==> config.mk <==
export PLATFORM = sky130hd
export DESIGN_NAME = qbez_lerp
export DESIGN_NICKNAME = d
export VERILOG_FILES = /design/src/sv/qbez_pkg.sv /design/src/sv/qbez_lerp.sv
export SDC_FILE = /design/constraint.sdc
export NUM_CORES = 1
export LEC_CHECK = 0
export BUFFER_PORTS_ARGS = -buffer_cell sky130_fd_sc_hd__buf_2
export CORE_UTILIZATION = 45
export DETAILED_ROUTE_END_ITERATION = 12
export GPL_ROUTABILITY_DRIVEN = 0
export PLACE_DENSITY = 0.7
export RECOVER_POWER = 100
export SLEW_MARGIN = 20
export SYNTH_ARGS = -nofsm -noshare
export SYNTH_HDL_FRONTEND = slang
export SYNTH_SLANG_ARGS = --single-unit
==> constraint.sdc <==
create_clock -name clk -period 13.65 [get_ports clk]
set_input_delay 1.365 -clock clk [delete_from_list [all_inputs] [get_ports clk]]
set_output_delay 1.365 -clock clk [all_outputs]
set_load 0.1 [all_outputs]
==> src/sv/qbez_pkg.sv <==
// Shared types and constants for the quartic Bezier point evaluator.
`default_nettype none

package qbez_pkg;

  localparam int COORD_W  = 16;                     // signed Q12.4 coordinate
  localparam int T_FRAC   = 16;                     // fraction bits of t
  localparam int T_W      = T_FRAC + 1;             // t runs 0 .. 1.0 inclusive
  localparam int N_PTS    = 5;                      // control points
  localparam int N_LVL    = N_PTS - 1;              // interpolation levels
  localparam int PROD_W   = COORD_W + T_W + 2;      // diff * t, with sign margin
  localparam int PIPE_LAT = 1 + 2 * N_LVL;          // input stage + two per level
  localparam int TPIPE_N  = 2 * N_LVL - 1;

  typedef logic signed [COORD_W-1:0] coord_t;
  typedef logic [T_W-1:0]            tparam_t;
  typedef logic signed [PROD_W-1:0]  prod_t;

  localparam tparam_t T_ONE   = tparam_t'(1 << T_FRAC);
  localparam prod_t   ROUND_C = prod_t'(1 << (T_FRAC - 1));

  typedef struct packed {
    tparam_t t_param;
    coord_t  p0_x;
    coord_t  p0_y;
    coord_t  p1_x;
    coord_t  p1_y;
    coord_t  p2_x;
    coord_t  p2_y;
    coord_t  p3_x;
    coord_t  p3_y;
    coord_t  p4_x;
    coord_t  p4_y;
  } qbez_in_t;

  typedef struct packed {
    coord_t curve_x;
    coord_t curve_y;
  } qbez_out_t;

endpackage

`default_nettype wire

==> src/sv/qbez_lerp.sv <==
// Two-stage rounded linear interpolation p + round((q - p) * t).
`default_nettype none

module qbez_lerp import qbez_pkg::*; (
  input  wire          clk,
  input  wire coord_t  p,
  input  wire coord_t  q,
  input  wire tparam_t t,
  output coord_t       r
);

  logic signed [COORD_W:0] diff;
  prod_t  prod_nxt;
  prod_t  prod_r;
  coord_t p_r;
  prod_t  rnd;
  prod_t  shifted;
  coord_t r_nxt;
  coord_t r_r;

  // stage A: difference and product
  assign diff     = $signed({q[COORD_W-1], q}) - $signed({p[COORD_W-1], p});
  assign prod_nxt = prod_t'(diff) * prod_t'($signed({1'b0, t}));

  // stage B: round to nearest (ties up), floor shift, add base point
  assign rnd     = prod_r + ROUND_C;
  assign shifted = rnd >>> T_FRAC;
  // true result lies between p and q, so a wrapping add is exact
  assign r_nxt   = coord_t'(p_r + coord_t'(shifted[COORD_W-1:0]));

  always_ff @(posedge clk) begin
    prod_r <= prod_nxt;
    p_r    <= p;
    r_r    <= r_nxt;
  end

  assign r = r_r;

endmodule

`default_nettype wire

Word-level counts from Yosys, hierarchy flattened --
Cells that the tools add are included. Widths: inputs -> output; s select.
Operators by class: $add $sub $neg 3, multipliers 1
Operators with widths (number):
- $add 32x17->32 const B | 1
- $mul 17x18->32 | 1
- $sub 16x16->17 | 1
- $add 16x16->16 | 1
Word-level totals: bits in registers 64, input port bits 50

Depth between registers and ports, before layout --
word-level depth 2, depth in mapped cells 33

Worst setup path before layout --
OpenSTA, ideal clock, no wires.
path kind input port to flip-flop, start point input q[0], end point register prod_r[31], library setup time 0.072 ns, arrival time 8.412 ns, data required time 13.578 ns, setup slack 5.166 ns, stages on the path 32, path buffers 1, path through inv_1 > ha_1 > fa_1 > nor2b_1 > o31a_1 > o22ai_2 > o21bai_1 > a21oi_1 > xnor2_1 > clkbuf_1 > nand2_1 > fa_1 > inv_1 > fa_1 > inv_1 > fa_1 > inv_1 > fa_1 > fa_1 > inv_1 > fa_1 > inv_1 > ha_1 > inv_1 > or3_1 > a211o_1 > a41oi_4 > a311oi_2 > a21oi_2 > a31oi_1 > xnor2_1 > xnor2_1
Between the ends: cells in the longest elaborated chain, start to end 2
Ends and longest elaborated chain:
- from (decl) | RTL line qbez_lerp.sv:7 | input wire coord_t q,
- $sub 16x16->17 | RTL line qbez_lerp.sv:22 | assign diff = $signed({q[COORD_W-1], q}) - $signed({p[COORD_W-1], p});
- $mul 17x18->32 | RTL line qbez_lerp.sv:23 | assign prod_nxt = prod_t'(diff) * prod_t'($signed({1'b0, t}));
- net prod_nxt[31] | RTL line qbez_lerp.sv:13 | prod_t prod_nxt;
- to (signal assigned) | RTL line qbez_lerp.sv:32 | prod_r <= prod_nxt;
- to (decl) | RTL line qbez_lerp.sv:14 | prod_t prod_r;
The timed path passes the listed nets, and every way through them passes these cells.

Worst setup path in the final report --
start point input p[0], end point register prod_r[31]
Between the ends: cells in the longest elaborated chain, start to end 2
Ends and longest elaborated chain:
- from (decl) | RTL line qbez_lerp.sv:6 | input wire coord_t p,
- $sub 16x16->17 | RTL line qbez_lerp.sv:22
- $mul 17x18->32 | RTL line qbez_lerp.sv:23
- net prod_nxt[31] | RTL line qbez_lerp.sv:13
The timed path passes the listed nets, and every way through them passes these cells.

==> impl_results.md <==
* NumNets Final at 1765
* CTS H-Tree Depth at 2
* FFs w/ async S/R, synth at 0%
* CP Class: in2reg
* Tot GR Track Use at 21.4%
* Worst Path Max Fanout at 17
* Syn avg cell area at 9.01 sq um
* Worst Skew at 6.14 ps
* Crit path max-delay family: adder cells
* Cells resized by post-CTS repair at 0
* Share of layout cells above drive strength 1 at 5.17%
* Rows at 58
* Compound-Gate Fraction of Synth Area at 6.25%
* Via/cell ratio at 5.10
* Post-synth EDFFs at 0
* Dpl hpwl at 21200 um
* Routed WL per cell at 15.9 um
* Post-route DRC at 0
* Number of synthesized register bits at 49
* Synth Area in Simple Gates at 16.4%
* Latest clock arrival within the worst-skew pair at 280 ps
* Final Hold Viols at 0
* Buffers on Ports at 65
* Height of the die at 163 um
* Vias in the first global route at 9080
* RSZ-0062 raised after global routing: no
* Critical path's slowest cell: a21oi_1
* Num CTS Buffers at 5
* Commonest non-fill, non-tap cell in the layout: inv_1
* Mux contribution to synthesized area at 0%
* Slew @ Worst Pin at 2010 ps
* WP data required at 13870 ps
* Largest family of logic cells by synthesized area: adder cells
* Critical path depth in cells at 28
* Final setup fails at 0
* Syn Nets at 1715
* Residual overflow from global routing at 0
* R2R cell count at 12
* Period Utilization, post-route at 71.4%
* CP endpoint kind: register
* Final wirelength at 26700 um
* Die X at 163 um
* Slew Limit Fails at 18
* Antenna Violating Nets Remaining at 0
* Status: complete, but fails checks
* Drt initial violations at 497
* WP buf/inv at 6
* Fillcell total at 2377
* Max clock buf depth at 2
* Pin count of the biggest net entering global routing at 18
* Cell variety after synth at 53
* FMAX at 103 MHz
* Initial cell density of the core at 46.2%
* Crit-path max cell delay at 1500 ps
* Diode count at 0
* Slew margin rel. at -34.2%
* Root buf cell: clkbuf_16
* Synth Area in Adders at 53.1%
* Startpoint types: primary input
* Worst Hold Class: reg2reg
* Post-Syn Area at 11700 sq um
* Worst-path clk slew at 70 ps
* Post-Route Setup TNS at 0 ps
* Post-synthesis sequential area ratio at 8.36%
* CP arrival at 9960 ps
* Syn Inst Count at 1302
* Most common flop cell mapped by yosys: dfxtp_1
* Pre-antenna DRT Iters at 5
* Hold Path Stages at 1
* Hold buffer count at CTS at 0
* First-pass GRT wire length at 44800 um
* Most frequent cells in the layout: inv_1 (311), fa_1 (225), nand2_1 (153), ha_1 (138), and2_1 (100)
* I/O Pins at 66
* Synth-to-Final Area Change at 6.81%
* Crit path time final at 9750 ps
* Crit-path most repeated cell: fa_1
* CORE AREA at 25400 sq um
* CTS tree: built
* Antenna violations before repair at 0
* XOR/XNOR Fraction of Synth Area at 4.75%
* Die area at 26700 sq um
* Post-CTS Setup Bufs at 0
* Yosys warns at 0
* CTS sink cnt at 49
* Via count at 8580
* Max Cap Viol at 1
* Failing checks: max-capacitance violations, max-slew violations
[area by class of cell]
cell class	count	area [sq um]	share of cell area, %
Clock buffer	7	153	1.22
Clock inverter	1	5.00	0.0400
Inverter	311	1170	9.32
Multi-Input combinational cell	908	9430	75.2
Sequential cell	49	981	7.83
Tap cell	330	413	3.30
Timing Repair Buffer	77	382	3.05
[Yosys cell counts, drive strengths merged (2+ instances only)]
library cell / instances / area, sq um
inv: 311 / 1170
fa: 225 / 4500
nand2: 153 / 574
ha: 138 / 1730
and2: 100 / 626
xnor2: 50 / 460
dfxtp: 49 / 981
nor2: 38 / 145
nor2b: 37 / 231
clkbuf: 31 / 116
a21oi: 29 / 149
nand3: 19 / 95.1
a21o: 13 / 97.6
nand2b: 13 / 81.3
o21ai: 12 / 60.1
xor2: 11 / 96.3
o21a: 9 / 67.6
and3: 6 / 37.5
nor3: 6 / 30.0
a311oi: 4 / 47.6
nand4: 4 / 25.0
o21bai: 4 / 30.0
o31ai: 4 / 35.0
or3: 4 / 25.0
a2111oi: 3 / 46.3
buf: 3 / 15.0
o31a: 3 / 26.3
a211o: 2 / 17.5
a211oi: 2 / 15.0
nor3b: 2 / 15.0
o211a: 2 / 20.0
o41ai: 2 / 32.5
[final timing paths]
check,end,start,slack (ps)
worst min register to register,r[0],p_r[0],480
worst max-delay path,prod_r[31],p[0],3900
worst min-delay path,r[0],p_r[0],480
worst max register to register,r[15],prod_r[16],10050
[per-stage QoR]
stage | std cells | hold WS, ps | instance area [sq um] | utilization, % | setup WS, ps
2_1_floorplan | 1302 | 432 | 11700 | - | 5170
3_3_place_gp | 1675 | 462 | 12400 | 48.9 | 4430
3_5_place_dp | 1675 | 452 | 12400 | 48.9 | 4130
4_1_cts | 1683 | 478 | 12600 | 49.6 | 4420
5_1_grt | 1683 | 495 | 12500 | 49.3 | 3440
6_report | 1683 | 480 | 12500 | 49.3 | 3900
[cell families after synthesis]
logic type / count (synthesis)
AOI/OAI and AO/OA: 97
adders and majority gates: 363
buffers and inverters: 345
and+or+nand+nor: 387
xor gates and xnor gates: 61
DFF: 49
[flip-flops by register name, indices dropped and copies added, names as in the netlist]
| signal | cells |
|---|---|
| prod_r | 17 |
| r | 16 |
| p_r | 16 |
[layer usage]
metal	vias up	GRT usage [%]	routed length [um]
li1	4000	-	-
met1	4320	28.2	11800
met2	226	36.9	12900
met3	34	3.25	1610
met4	0	4.93	458
met5	-	0	0
Power is left out: the tool's default activity adds up to more than one toggle a clock period on the data nets, which glitch-free logic cannot reach.
